**src/hw/rtl/smat_pkg.sv**
```systemverilog
`timescale 1ns / 1ps

package smat_pkg;

  // Window depth in samples and the width that each sample is reduced to.
  localparam int MAX_WINDOW   = 64;
  localparam int SAMPLE_WIDTH = 32;

  localparam int CHANNELS  = 6;
  localparam int CH_W      = 3;
  localparam int FIELD_W   = 32;
  localparam int CFG_W     = 7;
  localparam int CFG_RESET = 50;

  localparam int COUNT_W   = $clog2(MAX_WINDOW + 1);
  localparam int SLOT_W    = (MAX_WINDOW > 1) ? $clog2(MAX_WINDOW) : 1;
  localparam int SUM_W     = SAMPLE_WIDTH + $clog2(MAX_WINDOW);
  localparam int DIFF_W    = SAMPLE_WIDTH + 1;
  localparam int RAM_DEPTH = MAX_WINDOW * CHANNELS;
  localparam int ADDR_W    = $clog2(RAM_DEPTH);
  localparam int CMP_W     = (CFG_W > COUNT_W) ? CFG_W : COUNT_W;
  localparam int SAT_EXT_W = DIFF_W + FIELD_W;

  // Command carried in the input tuser.
  typedef enum logic {
    CMD_SAMPLE = 1'b0,
    CMD_READ   = 1'b1
  } cmd_e;

  typedef struct packed {
    logic                    start;
    logic signed [SUM_W-1:0] dividend;
    logic [COUNT_W-1:0]      divisor;
  } div_req_t;

  typedef struct packed {
    logic                           busy;
    logic                           done;
    logic signed [SAMPLE_WIDTH-1:0] quotient;
  } div_rsp_t;

  // Takes the low SAMPLE_WIDTH bits of a sample as a signed value; bits above the
  // field are zero.
  function automatic logic signed [SAMPLE_WIDTH-1:0] widen(input logic [FIELD_W-1:0] v);
    logic [SAMPLE_WIDTH+FIELD_W-1:0] ext;
    ext = {{SAMPLE_WIDTH{1'b0}}, v};
    return $signed(ext[SAMPLE_WIDTH-1:0]);
  endfunction

  // Clamps a difference to the signed range of an output field.
  function automatic logic [FIELD_W-1:0] sat_out(input logic signed [DIFF_W-1:0] d);
    logic signed [SAT_EXT_W-1:0] ext;
    logic signed [SAT_EXT_W-1:0] hi;
    logic signed [SAT_EXT_W-1:0] lo;
    ext = SAT_EXT_W'(d);
    hi  = SAT_EXT_W'($signed({1'b0, {(FIELD_W-1){1'b1}}}));
    lo  = SAT_EXT_W'($signed({1'b1, {(FIELD_W-1){1'b0}}}));
    if (ext > hi) begin
      return hi[FIELD_W-1:0];
    end else if (ext < lo) begin
      return lo[FIELD_W-1:0];
    end
    return ext[FIELD_W-1:0];
  endfunction

endpackage

```
**src/hw/rtl/smat_div.sv**
```systemverilog
`timescale 1ns / 1ps

// Restoring divider, one quotient bit per cycle, truncating toward zero.
module smat_div (
  input  logic                clk_i,
  input  logic                rst_ni,
  input  smat_pkg::div_req_t  req_i,
  output smat_pkg::div_rsp_t  rsp_o
);

  localparam int STEP_W = $clog2(smat_pkg::SUM_W + 1);

  logic                             busy_q, busy_d;
  logic                             done_q, done_d;
  logic [STEP_W-1:0]                cnt_q, cnt_d;
  logic                             neg_q, neg_d;
  logic [smat_pkg::SUM_W-1:0]       dq_q, dq_d;
  logic [smat_pkg::COUNT_W-1:0]     rem_q, rem_d;
  logic [smat_pkg::COUNT_W-1:0]     dvs_q, dvs_d;

  logic [smat_pkg::COUNT_W:0]       shifted;
  logic [smat_pkg::COUNT_W:0]       trial;
  logic                             fits;
  logic [smat_pkg::SUM_W-1:0]       magnitude;
  logic [smat_pkg::SUM_W-1:0]       quot_full;

  always_comb begin
    shifted   = {rem_q, dq_q[smat_pkg::SUM_W-1]};
    trial     = shifted - {1'b0, dvs_q};
    fits      = shifted >= {1'b0, dvs_q};
    magnitude = req_i.dividend[smat_pkg::SUM_W-1] ? (~req_i.dividend + 1'b1)
                                                  : req_i.dividend;
    quot_full = neg_q ? (~dq_q + 1'b1) : dq_q;

    busy_d = busy_q;
    done_d = 1'b0;
    cnt_d  = cnt_q;
    neg_d  = neg_q;
    dq_d   = dq_q;
    rem_d  = rem_q;
    dvs_d  = dvs_q;

    if (req_i.start && !busy_q) begin
      busy_d = 1'b1;
      cnt_d  = STEP_W'(smat_pkg::SUM_W);
      neg_d  = req_i.dividend[smat_pkg::SUM_W-1];
      dq_d   = magnitude;
      rem_d  = '0;
      dvs_d  = req_i.divisor;
    end else if (busy_q) begin
      rem_d = fits ? trial[smat_pkg::COUNT_W-1:0] : shifted[smat_pkg::COUNT_W-1:0];
      dq_d  = {dq_q[smat_pkg::SUM_W-2:0], fits};
      cnt_d = cnt_q - 1'b1;
      if (cnt_q == STEP_W'(1)) begin
        busy_d = 1'b0;
        done_d = 1'b1;
      end
    end
  end

  always_ff @(posedge clk_i or negedge rst_ni) begin
    if (!rst_ni) begin
      busy_q <= 1'b0;
      done_q <= 1'b0;
      cnt_q  <= '0;
    end else begin
      busy_q <= busy_d;
      done_q <= done_d;
      cnt_q  <= cnt_d;
    end
  end

  always_ff @(posedge clk_i) begin
    neg_q <= neg_d;
    dq_q  <= dq_d;
    rem_q <= rem_d;
    dvs_q <= dvs_d;
  end

  assign rsp_o.busy     = busy_q;
  assign rsp_o.done     = done_q;
  assign rsp_o.quotient = $signed(quot_full[smat_pkg::SAMPLE_WIDTH-1:0]);

endmodule

```
**config.mk**
```make
export PLATFORM = sky130hd
export DESIGN_NAME = smat_div
export DESIGN_NICKNAME = d
export VERILOG_FILES = /design/src/hw/rtl/smat_pkg.sv /design/src/hw/rtl/smat_div.sv
export SDC_FILE = /design/constraint.sdc
export NUM_CORES = 1
export LEC_CHECK = 0
export BUFFER_PORTS_ARGS = -buffer_cell sky130_fd_sc_hd__buf_2
export CAP_MARGIN = 20
export CORE_MARGIN = 5
export CORE_UTILIZATION = 40
export DETAILED_ROUTE_END_ITERATION = 10
export PLACE_DENSITY_LB_ADDON = 0.25
export RECOVER_POWER = 100
export SETUP_SLACK_MARGIN = 0.02
export SLEW_MARGIN = 40
export SYNTH_ARGS = -nofsm -noshare
export SYNTH_HDL_FRONTEND = slang
export SYNTH_SLANG_ARGS = --single-unit
```
**constraint.sdc**
```tcl
create_clock -name clk_i -period 6.8 [get_ports clk_i]
set_clock_uncertainty 0.15 [all_clocks]
set_input_delay 0.34 -clock clk_i [delete_from_list [all_inputs] [get_ports clk_i]]
set_output_delay 0.34 -clock clk_i [all_outputs]
set_load 0.1 [all_outputs]
```
==> impl_metrics.json, run 1 <==
{
  "status": "complete, but fails checks",
  "failed_checks": "max-capacitance violations, max-slew violations",
  "clock_sink_count": 61,
  "postSynth.asyncResetShare": 0.131,
  "maxSlewViolCount": 77,
  "power.static_leakage_nw": 1.91,
  "tritoncts.num_buffers": 9,
  "htree_num_levels": 3,
  "peakVddDrop_mv": 0.322,
  "transition_time_of_the_tightest_slew_check_pin_ns": 2.11,
  "reg2reg_from": "busy_q",
  "detail_route.wirelength.met1_um": 5030,
  "detailroute.via_count": 3603,
  "place_congestion": 0.837,
  "nFillCells": 1133,
  "area_growth_pct": 13.2,
  "pre_cts_slack_ns": 3.69,
  "dieWidth_um": 114,
  "synthMostInstantiatedCell": "nand2_1",
  "post_synth_inst_count": 466,
  "synthesis.nets": 526,
  "wl_per_cell_um": 15.3,
  "finalWorstSetupSlack_ns": 2.89,
  "gr-total-overflow": 0,
  "row_count": 38,
  "global_route_wire_length_before_repair_um": 17300,
  "wl_met2_um": 4800,
  "hold_path_end": "dvs_q[2]",
  "hold-worst-slack_ns": 0.0275,
  "synth.avg_cell_area_um2": 9.35,
  "via_count_of_the_first_global_routing_pass": 3558,
  "ff_latch_area_mm2": 0.00172,
  "core_region_area_mm2": 0.0107,
  "fin_crit_ns": 3.91,
  "fmax_mhz": 256,
  "grtUsageTotal": 0.165,
  "multi_input_logic_area_mm2": 0.00235,
  "largest_family_of_logic_cells_by_synthesized_area": "compound AO/OA/AOI/OAI gates",
  "r2r_slack_ns": 3.52,
  "synth-xor-area-share": 0.139,
  "drt_iter0_markers": 182,
  "synth_seq_area_share": 0.395,
  "timing.final.hold_violations": 0,
  "postRouteAntennaNets": 0,
  "yosys_warnings": 0,
  "yosys.area_share.simple": 0.177,
  "worstSkewPairLatency_ns": 0.34,
  "vias_per_cell": 5.28,
  "synth_cell_type_count": 49,
  "max-cap-violations": 2,
  "drt_first_pass_iters": 6,
  "share_of_synthesized_area_spent_on_multiplexers": 0.00460,
  "max_slew_margin_vs_limit": -0.409,
  "grt_start_max_net_pins": 77,
  "hold_path.startpoint": "req_i[2]",
  "path_clk_slew_ns": 0.07,
  "route.detailed.drc": 0,
  "cp.required_ns": 6.31,
  "cpPeakStageDelay_ns": 0.89,
  "slowest_cp_cell": "clkbuf_1",
  "cts_repair_resize_count": 0,
  "synthesis.area_mm2": 0.00436,
  "die_area_mm2": 0.0131,
  "topRoutingLayerUsed": "met4",
  "endpoint_kind_of_the_worst_setup_timing_path": "output pin",
  "critical_path.cell_chain": "or4_1 > nor3_2 > nand4_1 > o31ai_1 > xnor2_1 > clkbuf_1",
  "layout-drive-gt1-share": 0.133,
  "post-synth-top-area-fraction": 0.317,
  "final_net_count": 598,
  "die_height_um": 114,
  "worst_ep_arrival_time_ns": 3.42,
  "timing.critical_path.fanout_max": 5,
  "port-buffer-count": 81,
  "antenna_found_initial": 0,
  "wl_met3_um": 397,
  "worst_hold_path_type": "in -> reg",
  "top_ff_cell_synth": "edfxtp_1",
  "antenna_cells": 0,
  "synthTopCellsByCount": "62 x nand2_1, 46 x edfxtp_1, 44 x o21ai_1",
  "synth_compound_area_frac": 0.203,
  "p_per_area_mw_per_mm2": 521,
  "routed_wirelength_um": 10400,
  "synth_enable_flop_cells": 46,
  "whs_path_depth": 1,
  "design.portCount": 82,
  "timing.reg2reg.worst_path_depth": 3,
  "postSynthRegisterBits": 61,
  "most_area_consuming_cells_after_synthesis": "edfxtp_1 32%, xor2_1 7.2%, xnor2_1 6.6%",
  "final_critical_path_share_of_the_clock_period": 0.575,
  "post_synth_fa_ha_maj_area_fraction": 0.0362,
  "cts-root-to-sink-buffers": 2,
  "synth_top_cell_by_area": "edfxtp_1",
  "tritoncts": "done",
  "setup_repair_after_global_routing_missed_its_margin": "false",
  "totalNegativeSetupSlack_ns": 0,
  "cts_root_buf": "clkbuf_8",
  "timing_worst_setup_path_type": "reg -> out",
  "post-route-util": 0.459,
  "initial_utilization": 0.405,
  "rr_endpoint": "dq_q[18]",
  "setup_viol": 0,
  "setup.worst_path.start_class": "register",
  "hpwl_um": 7980
}
==> cells by family after synthesis <==
logic type | count (synthesis)
flip-flops | 61
buffers and inverters | 46
AND/OR/NAND/NOR | 152
XOR/XNOR | 69
multiplexers | 2
adder cells (fa/ha/maj) | 12
AO/OA/AOI/OAI | 124
==> report_power, final <==
group,internal [mW],leakage (nW),switching [mW]
clock,0.174,0.105,0.140
sequential,0.616,0.613,0.173
combinational,0.325,1.19,1.14
total,1.11,1.91,1.45
==> worst max-delay path, delay by kind of cell (launching register included) <==
family / cells / cell delay [ns]
compound gates: 1 / 0.32
buf+inv: 1 / 0.89
flops: 1 / 0.44
simple gates: 3 / 1.22
xor+xnor: 1 / 0.20
==> final cells by class <==
class	instances	share of cell area
Tap cell	140	0.0355
Inverter	21	0.0160
Clock inverter	3	0.00330
Timing Repair Buffer	86	0.0820
Multi-Input combinational cell	359	0.478
Clock buffer	13	0.0365
Sequential cell	61	0.349
==> per-stage QoR <==
stage	instances	instance area (µm²)	power (mW)
final	683	4930	2.57
after floorplan	466	4360	2.03
after detailed placement	666	4860	2.30
after global routing	683	4930	2.73
after CTS	683	5070	2.62
after global placement	665	4850	2.28
==> worst max-delay path by stage <==
| stage | cells after the start | slack [ns] | to | from |
|---|---|---|---|---|
| floorplan | 2 | 3.55 | rsp_o[1] | neg_q |
| global placement | 6 | 3.73 | rsp_o[29] | dq_q[10] |
| detailed placement | 6 | 3.69 | rsp_o[29] | dq_q[9] |
| CTS | 6 | 3.29 | rsp_o[29] | dq_q[9] |
| global route | 6 | 2.69 | rsp_o[29] | dq_q[9] |
| finish | 6 | 2.89 | rsp_o[29] | dq_q[9] |
==> layer usage <==
| metal | global-route usage | vias up |
|---|---|---|
| li1 | - | 1852 |
| met1 | 0.225 | 1671 |
| met2 | 0.263 | 66 |
| met3 | 0.0322 | 14 |
| met4 | 0.0538 | 0 |
| met5 | 0 | - |
==> placed cells by master (no fill, tap or decap), types with 5 or more instances in the layout <==
master,n
nand2_1,62
edfxtp_1,46
buf_2,45
clkbuf_1,38
xor2_1,36
o21ai_0,34
xnor2_1,33
o21ai_1,28
inv_1,21
o31ai_1,20
nor3_1,16
o41ai_1,16
nor2_1,13
ha_1,11
clkbuf_8,11
nand2b_1,10
or3_1,9
a21oi_1,8
dfrtp_1,8
nor4_1,7
or4_1,7
dfxtp_1,7
nand4_1,6
nand3_1,5
o211ai_1,5
==> registers in the layout, indices dropped and copies added (netlist names) <==
register  cells
done_q        1
busy_q        1
cnt_q         6
neg_q         1
rem_q         7
dvs_q         7
dq_q         38
==> timing repair <==
action	in CTS	in global routing
hold buffers	1	0
setup buffers	0	0
endpoints found under the hold margin	8	0
No activity file was read; power rests on OpenSTA's default activity.
==> run 2, diff against run 1 <==
- clock period: 6.8 -> 4 ns (I/O delays scaled with it)
==> impl_metrics.json, run 2 (synthesis gave the netlist of run 1 again) <==
{
  "status": "complete, but fails checks",
  "failed_checks": "max-capacitance violations, max-slew violations",
  "top_register": "dq_q",
  "critical_path.cell_chain": "or4_1 > nor3_2 > nand4_1 > o21ai_1 > xnor2_1 > clkbuf_1",
  "tritoncts.num_buffers": 9,
  "worstSkewPairLatency_ns": 0.34,
  "routed_wirelength_um": 10900,
  "core_region_area_mm2": 0.0107,
  "whs_path_depth": 2,
  "die_area_mm2": 0.0131,
  "worst_hold_path_type": "in -> reg",
  "place_area_mm2": 0.00486,
  "detailroute.via_count": 3720,
  "timing_worst_setup_path_type": "reg -> out",
  "fmax_mhz": 282,
  "vias_per_cell": 5.39,
  "transition_time_of_the_tightest_slew_check_pin_ns": 1.73,
  "tritoncts": "done",
  "hold_path_end": "cnt_q[4]",
  "cts-root-to-sink-buffers": 2,
  "antenna_found_initial": 0,
  "global_route_wire_length_before_repair_um": 17500,
  "row_count": 38,
  "grtUsageTotal": 0.167,
  "endpoint_kind_of_the_worst_setup_timing_path": "output pin",
  "numPlacedInstances": 666,
  "timing.reg2reg.worst_path_depth": 3,
  "largest_reg_flops": 38,
  "timing.final.hold_violations": 0,
  "postRouteAntennaNets": 0,
  "path_clk_slew_ns": 0.07,
  "mostFrequentLayoutCell": "nand2_1",
  "mostFrequentLayoutCells": "62 x nand2_1, 46 x edfxtp_1, 45 x buf_2",
  "gr-total-overflow": 0,
  "timing.critical_path.buf_inv": 1,
  "reg2reg_from": "busy_q",
  "setup.worst_path.start_class": "register",
  "place_congestion": 0.871,
  "area_growth_pct": 15.5,
  "worst_ep_arrival_time_ns": 3.19,
  "die_height_um": 114,
  "final_net_count": 605,
  "initial_utilization": 0.405,
  "r2r_slack_ns": 0.78,
  "final_design_area_no_fill_mm2": 0.00503,
  "cts_root_buf": "clkbuf_8",
  "clock_sink_count": 61,
  "cts_repair_resize_count": 0,
  "dieWidth_um": 114,
  "slowest_cp_cell": "clkbuf_1",
  "power.static_leakage_nw": 1.97,
  "antenna_cells": 0,
  "finish.cell_count_without_fillers": 690,
  "rr_endpoint": "dq_q[15]",
  "hold_path.startpoint": "req_i[45]",
  "design.portCount": 82,
  "drt_iter0_markers": 164,
  "layout-drive-gt1-share": 0.158,
  "hold-worst-slack_ns": 0.0164,
  "final_critical_path_share_of_the_clock_period": 0.886,
  "port-buffer-count": 81,
  "cpPeakStageDelay_ns": 0.88,
  "route.detailed.drc": 0,
  "maxSlewViolCount": 38,
  "max_slew_margin_vs_limit": -0.151,
  "fin_crit_ns": 3.54,
  "peakVddDrop_mv": 0.650,
  "grt_start_max_net_pins": 45,
  "setup_repair_after_global_routing_missed_its_margin": "false",
  "timing.critical_path.fanout_max": 5,
  "drt_first_pass_iters": 5,
  "setup_viol": 0,
  "via_count_of_the_first_global_routing_pass": 3562,
  "sum_of_internal_switching_and_leakage_power_mw": 4.35,
  "hpwl_um": 8270,
  "largest_registers": "dq_q x38, dvs_q x7, rem_q x7",
  "totalNegativeSetupSlack_ns": 0,
  "max-cap-violations": 1,
  "wl_per_cell_um": 15.7,
  "htree_num_levels": 3,
  "p_per_area_mw_per_mm2": 864,
  "critical_path.top_delay_family": "simple AND/OR/NAND/NOR gates",
  "cp.required_ns": 3.65
}
run 2: layer usage:
layer / track usage / routed length [µm]
met2: 0.276 / 5220
met5: 0 / 0
met1: 0.220 / 4940
met4: 0.0570 / 165
met3: 0.0333 / 525
run 2: cell type report:
class                           count  area (µm²)
Sequential cell                    61        1720
Tap cell                          140         175
Fill cell                        1102        5710
Clock buffer                       14         163
Timing Repair Buffer               93         485
Clock inverter                      2        10.0
Multi-Input combinational cell    359        2400
Inverter                           21        78.8
run 2: where the power goes:
group	switching, mW	internal [mW]	total, mW	leakage, nW
sequential	0.299	1.05	1.35	0.613
combinational	1.95	0.570	2.52	1.27
clock	0.228	0.257	0.485	0.0905
total	2.47	1.87	4.35	1.97
run 2: worst register-to-register path: stages (launching register included):
cell and delay (ns):
dfrtp_1 0.81, nand2b_2 0.74, clkbuf_1 0.95, o21ai_0 0.26
run 2: per-stage QoR:
| stage | worst slack, ns | utilization |
|---|---|---|
| finish | 0.455 | 0.468 |
| global route | 0.270 | 0.468 |
| CTS | 0.626 | 0.476 |
| detailed placement | 1.03 | 0.452 |
| global placement | 1.08 | 0.451 |
| floorplan | 0.886 | - |
run 2: what timing repair did:
| action | in CTS | in global routing |
|---|---|---|
| hold endpoints to repair | 15 | 0 |
| hold buffers | 8 | 0 |
| setup buffers | 0 | 0 |
run 2: how the worst max path moves through the flow:
stage                endpoint  depth (start not counted)    start  slack, ns
global placement    rsp_o[29]                          6  dq_q[9]       1.08
CTS                 rsp_o[29]                          6  dq_q[9]       0.63
floorplan            rsp_o[1]                          2    neg_q       0.89
finish              rsp_o[22]                          6  dq_q[9]       0.46
detailed placement  rsp_o[29]                          6  dq_q[9]       1.03
global route        rsp_o[22]                          6  dq_q[9]       0.27
==> run 3, diff against run 2 <==
- PLACE_DENSITY_LB_ADDON: 0.25 -> default
==> impl_metrics.json, run 3 (synthesis gave the netlist of run 1 again) <==
{
  "status": "complete, but fails checks",
  "failed_checks": "max-capacitance violations, max-slew violations",
  "max_slew_margin_vs_limit": -0.247,
  "routed_wirelength_um": 10900,
  "timing.final.hold_violations": 0,
  "maxSlewViolCount": 38,
  "row_count": 38,
  "totalNegativeSetupSlack_ns": 0,
  "ff_latch_area_mm2": 0.00172,
  "initial_utilization": 0.405,
  "tritoncts": "done",
  "global_route_wire_length_before_repair_um": 17700,
  "mostFrequentLayoutCells": "62 x nand2_1, 49 x buf_2, 46 x edfxtp_1",
  "pre_cts_slack_ns": 1.08,
  "post-route-util": 0.478,
  "hpwl_um": 8210,
  "worstSkewPairLatency_ns": 0.35,
  "gr-total-overflow": 0,
  "fin_crit_ns": 3.54,
  "cts_root_buf": "clkbuf_8",
  "htree_num_levels": 3,
  "multi_input_logic_area_mm2": 0.00244,
  "clock_sink_count": 61,
  "endpoint_kind_of_the_worst_setup_timing_path": "output pin",
  "final_design_area_no_fill_mm2": 0.00514,
  "numPlacedInstances": 666,
  "transition_time_of_the_tightest_slew_check_pin_ns": 1.87,
  "antenna_cells": 0,
  "core_region_area_mm2": 0.0107,
  "worst_ep_arrival_time_ns": 3.19,
  "drt_first_pass_iters": 4,
  "fmax_mhz": 283,
  "final_net_count": 606,
  "setup_viol": 0,
  "port-buffer-count": 81,
  "place_congestion": 0.849,
  "cp.required_ns": 3.65,
  "route.detailed.drc": 0,
  "hold-worst-slack_ns": 0.0833,
  "worst_hold_path_type": "in -> reg",
  "timing_worst_setup_path_type": "reg -> out",
  "postRouteAntennaNets": 0,
  "area_growth_pct": 17.9,
  "setup.worst_path.start_class": "register",
  "grtUsageTotal": 0.171,
  "top_register": "dq_q",
  "finish.cell_count_without_fillers": 691,
  "mostFrequentLayoutCell": "nand2_1",
  "sum_of_internal_switching_and_leakage_power_mw": 4.48,
  "antenna_found_initial": 0,
  "p_per_area_mw_per_mm2": 873,
  "nFillCells": 1059,
  "detailroute.via_count": 3674,
  "vias_per_cell": 5.32,
  "peakVddDrop_mv": 0.665,
  "power.static_leakage_nw": 2.02,
  "place_area_mm2": 0.00486,
  "final_critical_path_share_of_the_clock_period": 0.885,
  "finalWorstSetupSlack_ns": 0.461,
  "grt_start_max_net_pins": 51,
  "critical_path.cell_chain": "or4_1 > nor3_2 > nand4_1 > o21ai_1 > xnor2_1 > clkbuf_1",
  "critical_path.top_delay_family": "simple AND/OR/NAND/NOR gates",
  "die_height_um": 114,
  "cts-root-to-sink-buffers": 2,
  "cpPeakStageDelay_ns": 0.88,
  "via_count_of_the_first_global_routing_pass": 3508,
  "tritoncts.num_buffers": 9,
  "dieWidth_um": 114,
  "die_area_mm2": 0.0131,
  "wl_per_cell_um": 15.8,
  "path_clk_slew_ns": 0.07,
  "setup_repair_after_global_routing_missed_its_margin": "false",
  "slowest_cp_cell": "clkbuf_1",
  "largest_reg_flops": 38,
  "drt_iter0_markers": 240,
  "layout-drive-gt1-share": 0.172,
  "design.portCount": 82,
  "cts_repair_resize_count": 0,
  "timing.critical_path.buf_inv": 1,
  "largest_registers": "dq_q x38, dvs_q x7, rem_q x7",
  "timing.critical_path.fanout_max": 5,
  "max-cap-violations": 1
}
-- run 3: cell types whose count changed in the layout (fill, tap and decap cells not counted), moves of 2 or more --
cell       change
o21ai_0        +6
o21ai_1        -6
o41ai_1        -5
o41ai_2        +5
buf_2          +4
clkbuf_1       -3
clkbuf_2       -3
bufinv_16      +2
-- run 3: report_power, final --
| group | switching (mW) | total, mW | internal (mW) | leakage, nW |
|---|---|---|---|---|
| Clock | 0.250 | 0.633 | 0.383 | 0.116 |
| Sequential | 0.306 | 1.35 | 1.05 | 0.613 |
| Combinational | 1.93 | 2.50 | 0.569 | 1.29 |
| Total | 2.49 | 4.48 | 2.00 | 2.02 |
-- run 3: cell type report --
cell class	instances	area share
Clock buffer	12	0.0302
Clock inverter	4	0.0136
Inverter	21	0.0153
Multi-Input combinational cell	359	0.475
Sequential cell	61	0.335
Tap cell	140	0.0341
Timing Repair Buffer	94	0.0967
-- run 3: what timing repair did --
action                    in CTS  in global routing
hold endpoints to repair      16                  0
hold buffers                   9                  0
buffers inserted               0                  0
-- run 3: path summary, 6_finish.rpt --
kind / start / to / slack [ns] / cells after the start
setup / recovery: dq_q[9] / rsp_o[22] / 0.46 / 6
max in group asynchronous: rst_ni / cnt_q[1] / 3.27 / 2
min in group asynchronous: rst_ni / busy_q / 0.14 / 2
setup reg to reg: busy_q / dq_q[17] / 0.91 / 3
hold / removal: req_i[41] / dq_q[34] / 0.08 / 3
hold reg to reg: cnt_q[5] / cnt_q[5] / 0.31 / 1
-- run 3: tightest hold or removal path: stages --
cell and delay [ns]:
buf_2 0.09, xor2_1 0.06, o21ai_0 0.12
-- run 3: per-layer routing --
layer  vias to the layer above  track usage  share of wire  routed length, µm
met5                         -            0              0                  0
met2                        78        0.277           0.48               5260
met3                        13       0.0301          0.046                497
met1                      1714        0.226           0.45               4940
met4                         0       0.0665          0.018                200
li1                       1869            -              -                  -
